===== config.mk =====
export PLATFORM = sky130hd
export DESIGN_NAME = rce_mac
export DESIGN_NICKNAME = d
export VERILOG_FILES = /design/src/rtl/regulator_covariance_engine_core_assert.svh /design/src/rtl/rce_pkg.sv /design/src/rtl/rce_mac.sv
export SDC_FILE = /design/constraint.sdc
export NUM_CORES = 2
export LEC_CHECK = 0
export BUFFER_PORTS_ARGS = -buffer_cell sky130_fd_sc_hd__buf_4
export CAP_MARGIN = 10
export CORE_MARGIN = 4
export CORE_UTILIZATION = 28
export CTS_CLUSTER_SIZE = 14
export DETAILED_ROUTE_END_ITERATION = 10
export PLACE_DENSITY = 0.45
export SETUP_SLACK_MARGIN = 0.5
export SLEW_MARGIN = 20
export SYNTH_ARGS = -nofsm -noshare
export SYNTH_HDL_FRONTEND = slang
export SYNTH_SLANG_ARGS = --single-unit

===== constraint.sdc =====
create_clock -name clk -period 10.1 [get_ports clk]
set_input_delay 2.02 -clock clk [delete_from_list [all_inputs] [get_ports clk]]
set_output_delay 2.02 -clock clk [all_outputs]
set_load 0.01 [all_outputs]

===== src/rtl/regulator_covariance_engine_core_assert.svh =====
// ----------------------------------------------------------------------------
// regulator covariance engine assertion macros
// concurrent checks clocked on clk and disabled while rst_n is low
// ----------------------------------------------------------------------------
`ifndef REGULATOR_COVARIANCE_ENGINE_CORE_ASSERT_SVH
`define REGULATOR_COVARIANCE_ENGINE_CORE_ASSERT_SVH

`ifndef SYNTHESIS
`define RCE_ASSERT_IMPL(lbl, ante, cons) \
    lbl: assert property (@(posedge clk) disable iff (!rst_n) (ante) |-> (cons)) \
        else $error("rce check failed");
`define RCE_ASSERT_NEXT(lbl, ante, cons) \
    lbl: assert property (@(posedge clk) disable iff (!rst_n) (ante) |=> (cons)) \
        else $error("rce check failed");
`else
`define RCE_ASSERT_IMPL(lbl, ante, cons)
`define RCE_ASSERT_NEXT(lbl, ante, cons)
`endif

`endif


===== src/rtl/rce_pkg.sv =====
// ----------------------------------------------------------------------------
// rce_pkg
// shared types and constants of the regulator covariance engine
// ----------------------------------------------------------------------------
`default_nettype none

package rce_pkg;

    localparam int DEF_MAX_VARS    = 64;
    localparam int DEF_MAX_SAMPLES = 256;

    localparam int DATA_W     = 32;
    localparam int CFG_VARS_W = 7;
    localparam int CFG_SMPS_W = 9;

    localparam logic [31:0] MINUS_ONE_Q16 = 32'hFFFF_0000;
    localparam logic [31:0] EPS_Q32       = 32'd4294967;

    typedef enum logic [1:0] {
        CMD_LOAD    = 2'd0,
        CMD_MARK    = 2'd1,
        CMD_COMPUTE = 2'd2,
        CMD_READ    = 2'd3
    } cmd_t;

    typedef enum logic {
        REG_VARS    = 1'b0,
        REG_SAMPLES = 1'b1
    } reg_idx_t;

    typedef struct packed {
        logic valid;
        logic clear;
        logic sum_mode;
        logic add_eps;
    } mac_ctl_t;

endpackage

`default_nettype wire


===== src/rtl/rce_mac.sv =====
// ----------------------------------------------------------------------------
// rce_mac
// deviation, multiply and wide accumulate unit shared by all sums
// ----------------------------------------------------------------------------
`default_nettype none

module rce_mac #(
    parameter int ACCW = 75
) (
    input  wire logic                   clk,
    input  wire logic                   rst_n,
    input  wire rce_pkg::mac_ctl_t      ctl,
    input  wire logic [31:0]            x,
    input  wire logic [31:0]            y,
    input  wire logic [31:0]            mean_a,
    input  wire logic [31:0]            mean_b,
    output logic signed [ACCW-1:0]      acc,
    output logic                        busy
);
    import rce_pkg::*;

    logic               v1_reg;
    logic               v2_reg;
    logic signed [32:0] da_reg;
    logic signed [32:0] db_reg;
    logic signed [65:0] prod_reg;
    logic signed [ACCW-1:0] acc_reg;
    logic signed [32:0] da_next;
    logic signed [32:0] db_next;

    always_comb
    begin
        da_next = {x[31], x} - (ctl.sum_mode ? 33'sd0 : {mean_a[31], mean_a});
        db_next = ctl.sum_mode ? 33'sd1 : ({y[31], y} - {mean_b[31], mean_b});
    end

    always_ff @(posedge clk or negedge rst_n)
    begin
        if (!rst_n)
        begin
            v1_reg <= 1'b0;
            v2_reg <= 1'b0;
        end
        else
        begin
            v1_reg <= ctl.valid;
            v2_reg <= v1_reg;
        end
    end

    always_ff @(posedge clk)
    begin
        da_reg   <= da_next;
        db_reg   <= db_next;
        prod_reg <= da_reg * db_reg;
        if (ctl.clear)
        begin
            acc_reg <= ctl.add_eps ? ACCW'(EPS_Q32) : '0;
        end
        else if (v2_reg)
        begin
            acc_reg <= acc_reg + ACCW'(prod_reg);
        end
    end

    assign acc  = acc_reg;
    assign busy = v1_reg | v2_reg;

endmodule

`default_nettype wire


# Word-level counts from Yosys, hierarchy flattened
# Index checks and enable logic that the tools add are counted.
# Widths: inputs -> output; s select.
op_classes:
  muxes: 4
  n_addsub: 3
  mul: 1
  magnitude_cmp: 0
  bitwise_logic: 1
  div: 0
  shift: 0
  reduce_logical: 1
  eq_ne: 0
ops:
  columns: ["cell", "n"]
  rows:
  - ["$mux 75", 2]
  - ["$add 75x66->75", 1]
  - ["$mul 33x33->66", 1]
  - ["$mux 33", 1]
  - ["$sub 32x32->33", 1]
  - ["$sub 33x33->33", 1]
  - ["$mux 23", 1]
  - ["$reduce_bool 2->1", 1]
  - ["$or 1x1->1", 1]
totals:
  latch_bits: 0
  mem_bits_rw: 0
  romBits: 0
  reg_bits: 209
  output_inout_bits: 76
  in_bits: 134
  n_memories: 0

# Logic depth before layout (Yosys ltp)
depth:
  word_depth: 3
  mapped_depth: 29
  depth_no_buf: 28

# Worst setup path before layout
# OpenSTA, ideal clock, no wires.
synth_timing:
  path_kind: "reg-to-reg"
  start: "register da_reg[32]"
  end: "register prod_reg[65]"
  n_path_buf: 1
  stages_incl_launch_ff: 26
  path_slack_ns: 2.155
  period_less_slack_ns: 7.945
  setup_ns: 0.116
  required_time_ns: 9.984
  t_arrival_ns: 7.829
  path_cell_list: "dfxtp_1 clkbuf_1 nand2_1 inv_1 fa_1 fa_1 fa_1 inv_1 fa_1 inv_1 fa_1 fa_1 fa_1 inv_1 fa_1 inv_1 ha_1 a21o_1 a21o_1 a21o_1 a21o_1 a21oi_1 o21ai_0 a21o_1 a311o_1 o211a_1"
synth_via:
  elab_chain_len: 1
synth_rtl:
  columns: ["element", "line_no", "text"]
  rows:
  - ["from (decl)", "rce_mac.sv:24", "logic signed [32:0] da_reg;"]
  - ["from (signal assigned)", "rce_mac.sv:53", "da_reg <= da_next;"]
  - ["$mul 33x33->66", "rce_mac.sv:55", "prod_reg <= da_reg * db_reg;"]
  - ["to (signal assigned)", "rce_mac.sv:55", null]
  - ["to (decl)", "rce_mac.sv:26", "logic signed [65:0] prod_reg;"]
# No other way between the ends.
# A chain may end at the register's enable or synchronous reset.

# Final worst setup path
layout_timing:
  start: "register da_reg[12]"
  end: "register prod_reg[65]"
# Same word-level chain as after synthesis.

==> results.md <==
* Post-synth EDFFs at 75
* Vias/cell at 4.60
* Area Overhead vs Synth at 10.4%
* Start point of the critical path: da_reg[12]
* Vias at 37600
* M3 GR Usage at 2.86%
* DRT Wirelength at 162000 um
* Synth Instances at 5615
* Antenna viol nets, final at 0
* Post-synth top flop: dfxtp_1
* Fmax at 115 MHz
* Antenna violations before repair at 4
* Worst Tran Pin Value at 1.12 ns
* Critical Path Sink: prod_reg[65]
* Worst R2R End: prod_reg[65]
* Cell variety after synth at 94
* CTS Sinks at 209
* Starting Density at around 28%
* Total gr overflow at 0
* Startpoint Class: register
* Met2 global-route usage at between 20% and 30%
* GPL Wtd Cong at 0.848
* Placed cell count at 8112
* Placed cell area at 56100 um2
* Status: completed
* Final net count at between 7000 and 8000
* Unrepaired setup endpoints after global routing: false
* Arrival time worst endpoint at 9.22 ns
* # fillers at 19400
* Yosys Warn Count at 0
* Number of global-route vias before repair at 41300
* Largest net degree at the start of global routing at 70
* Fraction of layout cells with a size suffix above 1 at 7.27%
* Reg2reg start: da_reg[12]
* Cell taking the most area after synthesis: fa_1
* Reg2reg path depth at 25
* Setup repair bufs after CTS at 0
* Synthesized area per cell at 9.22 um2
* Total Routing Usage GR at 17.1%
* CTS tree: built
* Post-CTS Resized at 0
* Commonest cells after routing, fill and taps aside: inv_1 (1196), fa_1 (1148), nand2_1 (606)
* Total die area at 192000 um2
* # port buffers at 209
* Final hold violation count at 0
* WS Path Type: register to register
* Post-Syn Nets at 7252
* Min-Delay Path Depth at 0
* Drt drc at 0
* Ys async rst share at less than 1%
* Endpoints failing setup at 0
* CTS Hold Buffers Added at 0
* DR iter-0 viols at 2428
* Global-route wire length before repair at 253000 um
* Final Util at 31.2%
* Synth Register Bits at 209
* Worst-case clock buffer depth at 3
* Clock slew at reported path FFs at approximately 0.060 ns
* Crit share post-route at 86.3%
* Height of the die at 438 um
* Max_slew headroom at between 20% and 30%
* Dpl hpwl at 133000 um
* Critical path endpoint category: register
* Wirelength per Cell at approximately 20 um
* Hold Path Class: register to register
* Clk root buf: clkbuf_16
* Worst Clk Skew at between 0.02 and 0.03 ns
* CP required at 10.60 ns
* DR pass1 iterations at 6
* Clk Latency, worst-skew pair at between 0.6 and 0.7 ns
* Most common cell after layout, fill and taps aside: inv_1
* Non-filler cells, final at approximately 8200
* H-tree depth at 1
* Critical-path maximum fanout at 33
* Chip Width at 438 um
* Core area at 183000 um2
* Met1 GRT Util at 25.8%
* Crit path time final at between 8 and 9 ns
* Max cap viols at 0
* Largest cells by area after synthesis: fa_1 (44%), inv_1 (8.7%), ha_1 (8.6%), and2_1 (6.7%), dfxtp_1 (5.1%)
* Site row count at between 150 and 200
* Share of the synthesized area in the top cell type at between 40 and 50%
* Reg2reg setup slack at 1.38 ns
* Post-Route Setup TNS at 0 ns
* # IOs at between 200 and 250
* CTS Buf Count at 31
* Most utilized layer in the global route result: met2
* Sequential share of the synthesized area at 9.55%
* Final instance area at about 57000 um2
* Post-Syn Area at about 52000 um2
* Pins Over Slew Limit at 0
* Max reg flops at 75
[critical path, stage by stage (launching register included)]
cell	delay [ns]
dfxtp_2	1.06
nand2_1	0.20
fa_1	0.58
inv_1	0.06
fa_1	0.45
fa_1	0.50
inv_1	0.05
fa_1	0.45
fa_1	0.51
inv_1	0.05
fa_1	0.49
fa_1	0.49
inv_1	0.05
fa_1	0.48
inv_1	0.04
ha_1	0.36
nand3_1	0.17
o221ai_1	0.18
a221o_1	0.40
and3_1	0.23
nor3_2	0.46
o221ai_1	0.33
a31oi_1	0.34
nand2_1	0.19
a311o_1	0.30
o211a_1	0.12
[cells in the mapped netlist (11+ instances only)]
library cell  number
a211oi_1          20
a21o_1           111
a21oi_1          173
a31oi_1           26
and2_1           557
and3_1            31
clkbuf_1         243
dfxtp_1          132
edfxtp_1          75
fa_1            1148
ha_1             355
inv_1           1196
nand2_1          606
nand2b_1          67
nand3_1           44
nand4_1           25
nor2_1           197
nor2b_1           32
nor3_1            43
o211ai_1          16
o21a_1            21
o21ai_0          118
o21bai_1          23
or3_1             11
xnor2_1          117
xor2_1            58
[how the worst min path moves through the flow]
stage / slack, ns / end / startpoint
3_3_place_gp: 0.36 / v2_reg / v1_reg
5_1_grt: 0.39 / v2_reg / v1_reg
6_report: 0.37 / v2_reg / v1_reg
2_1_floorplan: 0.35 / v2_reg / v1_reg
4_1_cts: 0.38 / v2_reg / v1_reg
3_5_place_dp: 0.36 / v2_reg / v1_reg
[per-layer routing]
metal  part of all wire (%)  wire length (um)
met2                     43             69500
met5                      0                 0
met3                    5.9              9540
met1                     50             80900
met4                    1.5              2510
[per-stage QoR]
step | hold WS (ns) | worst slack (ns)
after CTS | 0.379 | 1.36
final | 0.373 | 1.38
after global placement | 0.357 | 1.46
after floorplan | 0.346 | 2.15
after detailed placement | 0.356 | 1.39
after global routing | 0.390 | 1.05
[kinds of logic (layout without fill, tap and decap cells)]
family	count (synthesis)	count (layout)	share of synthesized area, %
multiplexers	6	6	0.135
AND/OR/NAND/NOR	1656	1656	16.0
other	0	1	0
XOR/XNOR	175	175	2.96
flip-flops	209	209	9.55
adder cells (fa/ha/maj)	1503	1503	53.0
buffers and inverters	1449	1540	10.5
AO/OA/AOI/OAI	617	617	7.87
[final cells by class]
class,instances,area [um2],share of cell area [%]
multi-input cells,3957,41400,72.4
clock inverters,15,96.3,0.169
repair buffers,285,2150,3.76
flip-flops and latches,209,5000,8.74
diodes,1,2.50,0.00438
clock buffers,43,936,1.64
well taps,2464,3080,5.39
inverters,1197,4490,7.86
Power is not shown: default switching activity piles up to over one toggle a cycle in this logic, so the estimate is an artifact.
