[config.mk]
export PLATFORM = sky130hd
export DESIGN_NAME = rce_div
export DESIGN_NICKNAME = d
export VERILOG_FILES = /design/src/rtl/rce_pkg.sv /design/src/rtl/rce_div.sv
export VERILOG_INCLUDE_DIRS = /design/src /design/src/rtl
export SDC_FILE = /design/constraint.sdc
export NUM_CORES = 1
export LEC_CHECK = 0
export ABC_AREA = 1
export BUFFER_PORTS_ARGS = -buffer_cell sky130_fd_sc_hd__buf_4
export CAP_MARGIN = 10
export CORE_MARGIN = 2
export CORE_UTILIZATION = 25
export DETAILED_ROUTE_END_ITERATION = 10
export GPL_TIMING_DRIVEN = 0
export PLACE_DENSITY = 0.46
export SLEW_MARGIN = 40
export SYNTH_ARGS = -nofsm -noshare
export SYNTH_HDL_FRONTEND = slang
export SYNTH_SLANG_ARGS = --single-unit
[constraint.sdc]
create_clock -name clk -period 4.4 [get_ports clk]
set_input_delay 0.88 -clock clk [delete_from_list [all_inputs] [get_ports clk]]
set_output_delay 0.88 -clock clk [all_outputs]
set_load 0.05 [all_outputs]
[src/rtl/regulator_covariance_engine_core_assert.svh]
// ----------------------------------------------------------------------------
// regulator covariance engine assertion macros
// concurrent checks clocked on clk and disabled while rst_n is low
// ----------------------------------------------------------------------------
`ifndef REGULATOR_COVARIANCE_ENGINE_CORE_ASSERT_SVH
`define REGULATOR_COVARIANCE_ENGINE_CORE_ASSERT_SVH

`ifndef SYNTHESIS
`define RCE_ASSERT_IMPL(lbl, ante, cons) \
    lbl: assert property (@(posedge clk) disable iff (!rst_n) (ante) |-> (cons)) \
        else $error("rce check failed");
`define RCE_ASSERT_NEXT(lbl, ante, cons) \
    lbl: assert property (@(posedge clk) disable iff (!rst_n) (ante) |=> (cons)) \
        else $error("rce check failed");
`else
`define RCE_ASSERT_IMPL(lbl, ante, cons)
`define RCE_ASSERT_NEXT(lbl, ante, cons)
`endif

`endif

[src/rtl/rce_pkg.sv]
// ----------------------------------------------------------------------------
// rce_pkg
// shared types and constants of the regulator covariance engine
// ----------------------------------------------------------------------------
`default_nettype none

package rce_pkg;

    localparam int DEF_MAX_VARS    = 64;
    localparam int DEF_MAX_SAMPLES = 256;

    localparam int DATA_W     = 32;
    localparam int CFG_VARS_W = 7;
    localparam int CFG_SMPS_W = 9;

    localparam logic [31:0] MINUS_ONE_Q16 = 32'hFFFF_0000;
    localparam logic [31:0] EPS_Q32       = 32'd4294967;

    typedef enum logic [1:0] {
        CMD_LOAD    = 2'd0,
        CMD_MARK    = 2'd1,
        CMD_COMPUTE = 2'd2,
        CMD_READ    = 2'd3
    } cmd_t;

    typedef enum logic {
        REG_VARS    = 1'b0,
        REG_SAMPLES = 1'b1
    } reg_idx_t;

    typedef struct packed {
        logic valid;
        logic clear;
        logic sum_mode;
        logic add_eps;
    } mac_ctl_t;

endpackage

`default_nettype wire

[src/rtl/rce_div.sv]
// ----------------------------------------------------------------------------
// rce_div
// serial restoring divider, truncates toward zero, saturates to 32 bits
// ----------------------------------------------------------------------------
`default_nettype none

`include "regulator_covariance_engine_core_assert.svh"

module rce_div #(
    parameter int ACCW = 75,
    parameter int DVW  = 25
) (
    input  wire logic                   clk,
    input  wire logic                   rst_n,
    input  wire logic                   start,
    input  wire logic signed [ACCW-1:0] dividend,
    input  wire logic [DVW-1:0]         divisor,
    output logic                        busy,
    output logic                        done,
    output logic [31:0]                 result
);
    import rce_pkg::*;

    localparam int CW = $clog2(ACCW);

    logic            busy_reg;
    logic            fin_reg;
    logic            done_reg;
    logic            neg_reg;
    logic [CW-1:0]   cnt_reg;
    logic [ACCW-1:0] q_reg;
    logic [DVW-1:0]  rem_reg;
    logic [DVW-1:0]  d_reg;
    logic [31:0]     res_reg;

    logic [DVW:0]    rem_sh;
    logic            ge;
    logic [DVW:0]    rem_sub;
    logic            hi;
    logic [31:0]     sat;

    always_comb
    begin
        rem_sh  = {rem_reg, q_reg[ACCW-1]};
        ge      = rem_sh >= {1'b0, d_reg};
        rem_sub = rem_sh - {1'b0, d_reg};
        hi      = |q_reg[ACCW-1:32];
        if (neg_reg)
        begin
            sat = (hi || q_reg[31:0] > 32'h8000_0000) ? 32'h8000_0000 : (~q_reg[31:0] + 32'd1);
        end
        else
        begin
            sat = (hi || q_reg[31]) ? 32'h7FFF_FFFF : q_reg[31:0];
        end
    end

    always_ff @(posedge clk or negedge rst_n)
    begin
        if (!rst_n)
        begin
            busy_reg <= 1'b0;
            fin_reg  <= 1'b0;
            done_reg <= 1'b0;
            cnt_reg  <= '0;
        end
        else
        begin
            fin_reg  <= busy_reg && !start && (cnt_reg == CW'(ACCW - 1));
            done_reg <= fin_reg;
            if (start)
            begin
                busy_reg <= 1'b1;
                cnt_reg  <= '0;
            end
            else if (busy_reg)
            begin
                cnt_reg <= cnt_reg + CW'(1);
                if (cnt_reg == CW'(ACCW - 1))
                begin
                    busy_reg <= 1'b0;
                end
            end
        end
    end

    always_ff @(posedge clk)
    begin
        if (start)
        begin
            neg_reg <= dividend[ACCW-1];
            q_reg   <= dividend[ACCW-1] ? ACCW'(-dividend) : ACCW'(dividend);
            rem_reg <= '0;
            d_reg   <= divisor;
        end
        else if (busy_reg)
        begin
            q_reg   <= {q_reg[ACCW-2:0], ge};
            rem_reg <= ge ? rem_sub[DVW-1:0] : rem_sh[DVW-1:0];
        end
        if (fin_reg)
        begin
            res_reg <= sat;
        end
    end

    assign busy   = busy_reg;
    assign done   = done_reg;
    assign result = res_reg;

    `RCE_ASSERT_IMPL(a_start_idle, start, !busy_reg && !fin_reg)
    `RCE_ASSERT_NEXT(a_start_busy, start, busy_reg)
    `RCE_ASSERT_NEXT(a_done_pulse, done_reg, !done_reg)

endmodule

`default_nettype wire

# After elaboration in Yosys (flattened, before gate mapping)
# Cells that the tools add are included.
dict set report word_totals {
  reg_bits 168
  latch_bits 0
  ram_bits 0
  mem_bits_ro 0
  input_bits 103
  out_inout_bits 34
  word_cells 36
  mem_count 0
}
dict set report classes {
  n_addsub 4
  multipliers 0
  n_div 0
  magnitude_cmp 2
  eq_ne 1
  n_shift 0
  mux 12
  n_bitwise 1
  reduce_logical 7
}
# operator n
set op_table {}
lappend op_table {{2-to-1 mux 75 bit} 3}
lappend op_table {{2-to-1 mux 32 bit} 3}
lappend op_table {{negation 75 bit} 1}
lappend op_table {{OR reduction 43 bit} 1}
lappend op_table {{adder 32 x 1 -> 32 bit, second input constant} 1}
lappend op_table {{greater-than comparator 32 bit, second input constant} 1}
lappend op_table {{NOT 32 bit} 1}
lappend op_table {{greater-or-equal comparator 26 x 25 -> 1 bit} 1}
lappend op_table {{2-to-1 mux 25 bit} 1}
lappend op_table {{subtractor 25 bit} 1}
lappend op_table {{2-to-1 mux 7 bit} 2}
lappend op_table {{adder 7 x 1 -> 7 bit, second input constant} 1}
lappend op_table {{equality test 7 bit, second input constant} 1}
lappend op_table {{2-to-1 mux 1 bit} 3}
lappend op_table {{logical AND 1 bit} 2}
lappend op_table {{logical OR 1 bit} 2}
lappend op_table {{nonzero test 2 bit} 1}
lappend op_table {{zero test 1 bit} 1}

# Longest topological paths before layout
dict set report logic_depth {
  depth_word 4
  depth_mapped 16
  mapped_depth_nobuf 15
}

# Worst setup path before layout
# Ideal clock, no wire load.
dict set report synth_timing {
  path_type {in2reg}
  from {input start}
  to {register q_reg[0], enable pin}
  setup_ps 431
  arrival_ps 2823
  t_required_ps 3969
  slack_ps 1147
  stages 3
  path_buffers 1
  path_cell_list {clkbuf_1 -> nor2_1 -> inv_1}
}
dict set report synth_via {
  elab_chain_cells 1
}
# item line_no
set synth_rtl {}
lappend synth_rtl {{start: declaration} rce_div.sv:15} ;# input wire logic start,
lappend synth_rtl {{nonzero test 2 bit (no source line)} -}
lappend synth_rtl {{end signal: assignment} rce_div.sv:92} ;# q_reg <= dividend[ACCW-1] ? ACCW'(-dividend) : ACCW'(dividend);
lappend synth_rtl {{end signal: assignment} rce_div.sv:98} ;# q_reg <= {q_reg[ACCW-2:0], ge};
lappend synth_rtl {{end: declaration} rce_div.sv:31} ;# logic [ACCW-1:0] q_reg;
# No other way between the ends.
# A chain may end at the register's enable or synchronous reset.

# Final worst setup path
dict set report layout_timing {
  from {input start}
  to {register q_reg[74] (data pin)}
}
dict set report layout_via {
  elab_chain_cells 1
}
# item line_no
set layout_rtl {}
lappend layout_rtl {{2-to-1 mux 75 bit} rce_div.sv:89} ;# if (start)
# No other way between the ends.

==> impl_metrics.json <==
{
  "synth_top_area_frac": 0.311,
  "cp.arrival_ps": 3000,
  "dpl-instance-area_sq_mm": 0.0147,
  "cp-end-kind": "flip-flop",
  "fin_area_sq_mm": 0.0153,
  "worst_skew_pair.late_latency_ps": 450,
  "cp.buffers_inverters": 4,
  "tns_ps": 0,
  "tightest_slew_ps": 810,
  "path_delay_family": "buffers and inverters",
  "start_util": 0.252,
  "wl_per_cell_um": 16.9,
  "crit_top_cell": "clkbuf_1",
  "n_fill_cell": 5646,
  "first_global_vias": 12300,
  "cp_slowest_stage_delay_ps": 520,
  "maxSlewViolCount": 0,
  "drc": 0,
  "drv_cap": 0,
  "fmax_mhz": 365,
  "hold_ws_ps": 263,
  "grt_pass1_wl_mm": 72.3,
  "timing.rr.end": "rem_reg[5]$_SDFFE_PP0P_",
  "total_power_mw": 5.58,
  "syn_area_per_cell_sq_um": 6.69,
  "routed_via_density": 4.60,
  "htreeDepth": 4,
  "post_cts_buffers": 0,
  "synthCells": 1917,
  "dp_hpwl_mm": 38.1,
  "largest_reg_flops": 75,
  "synth_nets": 2050,
  "final_cell_mix": "644 x nand2_1, 252 x inv_1, 247 x nor2_1, 179 x nand3_1, 137 x buf_4",
  "drtIter0Drc": 801,
  "holdBufCountCts": 0,
  "routed_wl_mm": 46.8,
  "cts.clk_slew.worst_paths_ps": 70,
  "grt_max_degree": 44,
  "overflow": 0,
  "syn_area_sq_mm": 0.0128,
  "ant_nets": 0,
  "hold_viol": 0,
  "fin_skew_ps": 12.3,
  "die_width_um": 230,
  "cp-start-kind": "input port",
  "clockRootBuffer": "clkbuf_16",
  "synth_cell_types": 49,
  "grt_use_total": 0.178,
  "p_per_area_mw_per_mm2": 365,
  "nNetsFinal": 2206,
  "num_rows": 83,
  "diodes": 0,
  "portBuffers": 136,
  "yosys_warnings": 0,
  "reg2reg_from": "q_reg[74]$_DFFE_PP_",
  "vias": 12700,
  "synth_top_area_cell": "edfxtp_1",
  "critPathSlowestCell": "clkbuf_1",
  "relSlewSlack": 0.460,
  "cts.path.max_buffers": 2,
  "hp-class": "in -> async",
  "reg2reg_depth": 11,
  "setup_viol": 0,
  "cts_sinks": 168,
  "numCtsBuffers": 17,
  "drt_pre_antenna_iters": 5,
  "layout_commonest_cell": "nand2_1",
  "cts_tree": "done",
  "io_pins": 137,
  "drive_gt1_frac": 0.116,
  "rsz0062_at_grt": "false",
  "cp_max_fo": 27,
  "fin_crit_sh": 0.623,
  "fin_crit_ps": 2740,
  "critPathRequiredTime_ps": 4660,
  "path_cells": "buf_4 -> clkbuf_1 -> inv_1 -> clkbuf_1 -> nor4_1 -> nand4_1 -> o22ai_1",
  "regArea_sq_mm": 0.00475,
  "path_depth": 7,
  "p_leak_nw": 6.98,
  "die_height_um": 230,
  "antenna_found_initial": 0,
  "ir_drop_uv": 280,
  "place_inst": 2734,
  "status": "complete, no violations",
  "multiInputGateArea_sq_mm": 0.00683,
  "ff2ff_setup_slack_ps": 1730,
  "synth_area_leaders": "edfxtp_1 31%, nand2_1 19%, inv_1 7.4%",
  "area.growth.synth_to_final_pct": 19.3,
  "ys_seq_area_frac": 0.370,
  "core_sq_mm": 0.0510,
  "crit_type": "in -> reg",
  "dieArea_sq_mm": 0.0531,
  "ys_ff_latch": 168,
  "post_cts_resized": 0,
  "instances_no_fill": 2765,
  "place_congestion": 0.917
}
[worst max path at each step]
stage	startpoint	endpoint	slack [ps]
6_report	start	q_reg[74]$_DFFE_PP_	1660
5_1_grt	start	q_reg[74]$_DFFE_PP_	1450
4_1_cts	start	q_reg[74]$_DFFE_PP_	1590
3_3_place_gp	start	q_reg[4]$_DFFE_PP_	-540
2_1_floorplan	start	q_reg[0]$_DFFE_PP_	1150
3_5_place_dp	start	q_reg[74]$_DFFE_PP_	1110
[layer usage]
layer | track usage | part of all wire
met1 | 0.254 | 0.50
met2 | 0.281 | 0.44
met3 | 0.0229 | 0.043
met5 | 0 | 0
met4 | 0.0490 | 0.019
[through the flow]
step,worst slack [ps],utilization
finish,1660,0.300
global route,1450,0.300
floorplan,1150,-
CTS,1590,0.300
detailed placement,1110,0.289
global placement,-543,0.288
[synthesized netlist by cell type, drive strengths merged]
library cell and instances:
clkinv 2, nand4 51, fa 1, o22ai 3, xnor2 21, nand2 670
and2 5, a31oi 4, xor2 33, o21ai 103, nor4 5, or2 7
nor2 257, clkbuf 30, nand3b 9, dfxtp 25, nand3 182, o21a 1
inv 260, edfxtp 133, o31ai 1, nor3 24, a21oi 27, ha 29
nor3b 3, and3 2, o211ai 1, buf 18, dfrtp 10
[cell families after synthesis]
| kind of cell | count (synthesis) | synth area share |
|---|---|---|
| flip-flops | 168 | 0.370 |
| buffers and inverters | 310 | 0.0976 |
| AO/OA/AOI/OAI | 140 | 0.0577 |
| adder cells (fa/ha/maj) | 30 | 0.0299 |
| XOR/XNOR | 54 | 0.0369 |
| AND/OR/NAND/NOR | 1215 | 0.408 |
[power by group]
part	internal [mW]	total, mW	switching [mW]
logic	0.687	1.96	1.28
clock network	0.844	1.54	0.695
registers	1.92	2.08	0.157
[layout make-up]
class / instances / area share
multi-input combinational: 1439 / 0.446
timing repair buffer: 137 / 0.0681
tap: 680 / 0.0556
inverter: 262 / 0.0646
clock inverter: 12 / 0.00924
sequential: 168 / 0.310
buffer: 48 / 0.0175
clock buffer: 19 / 0.0283
(Power assumes the default switching activity.)
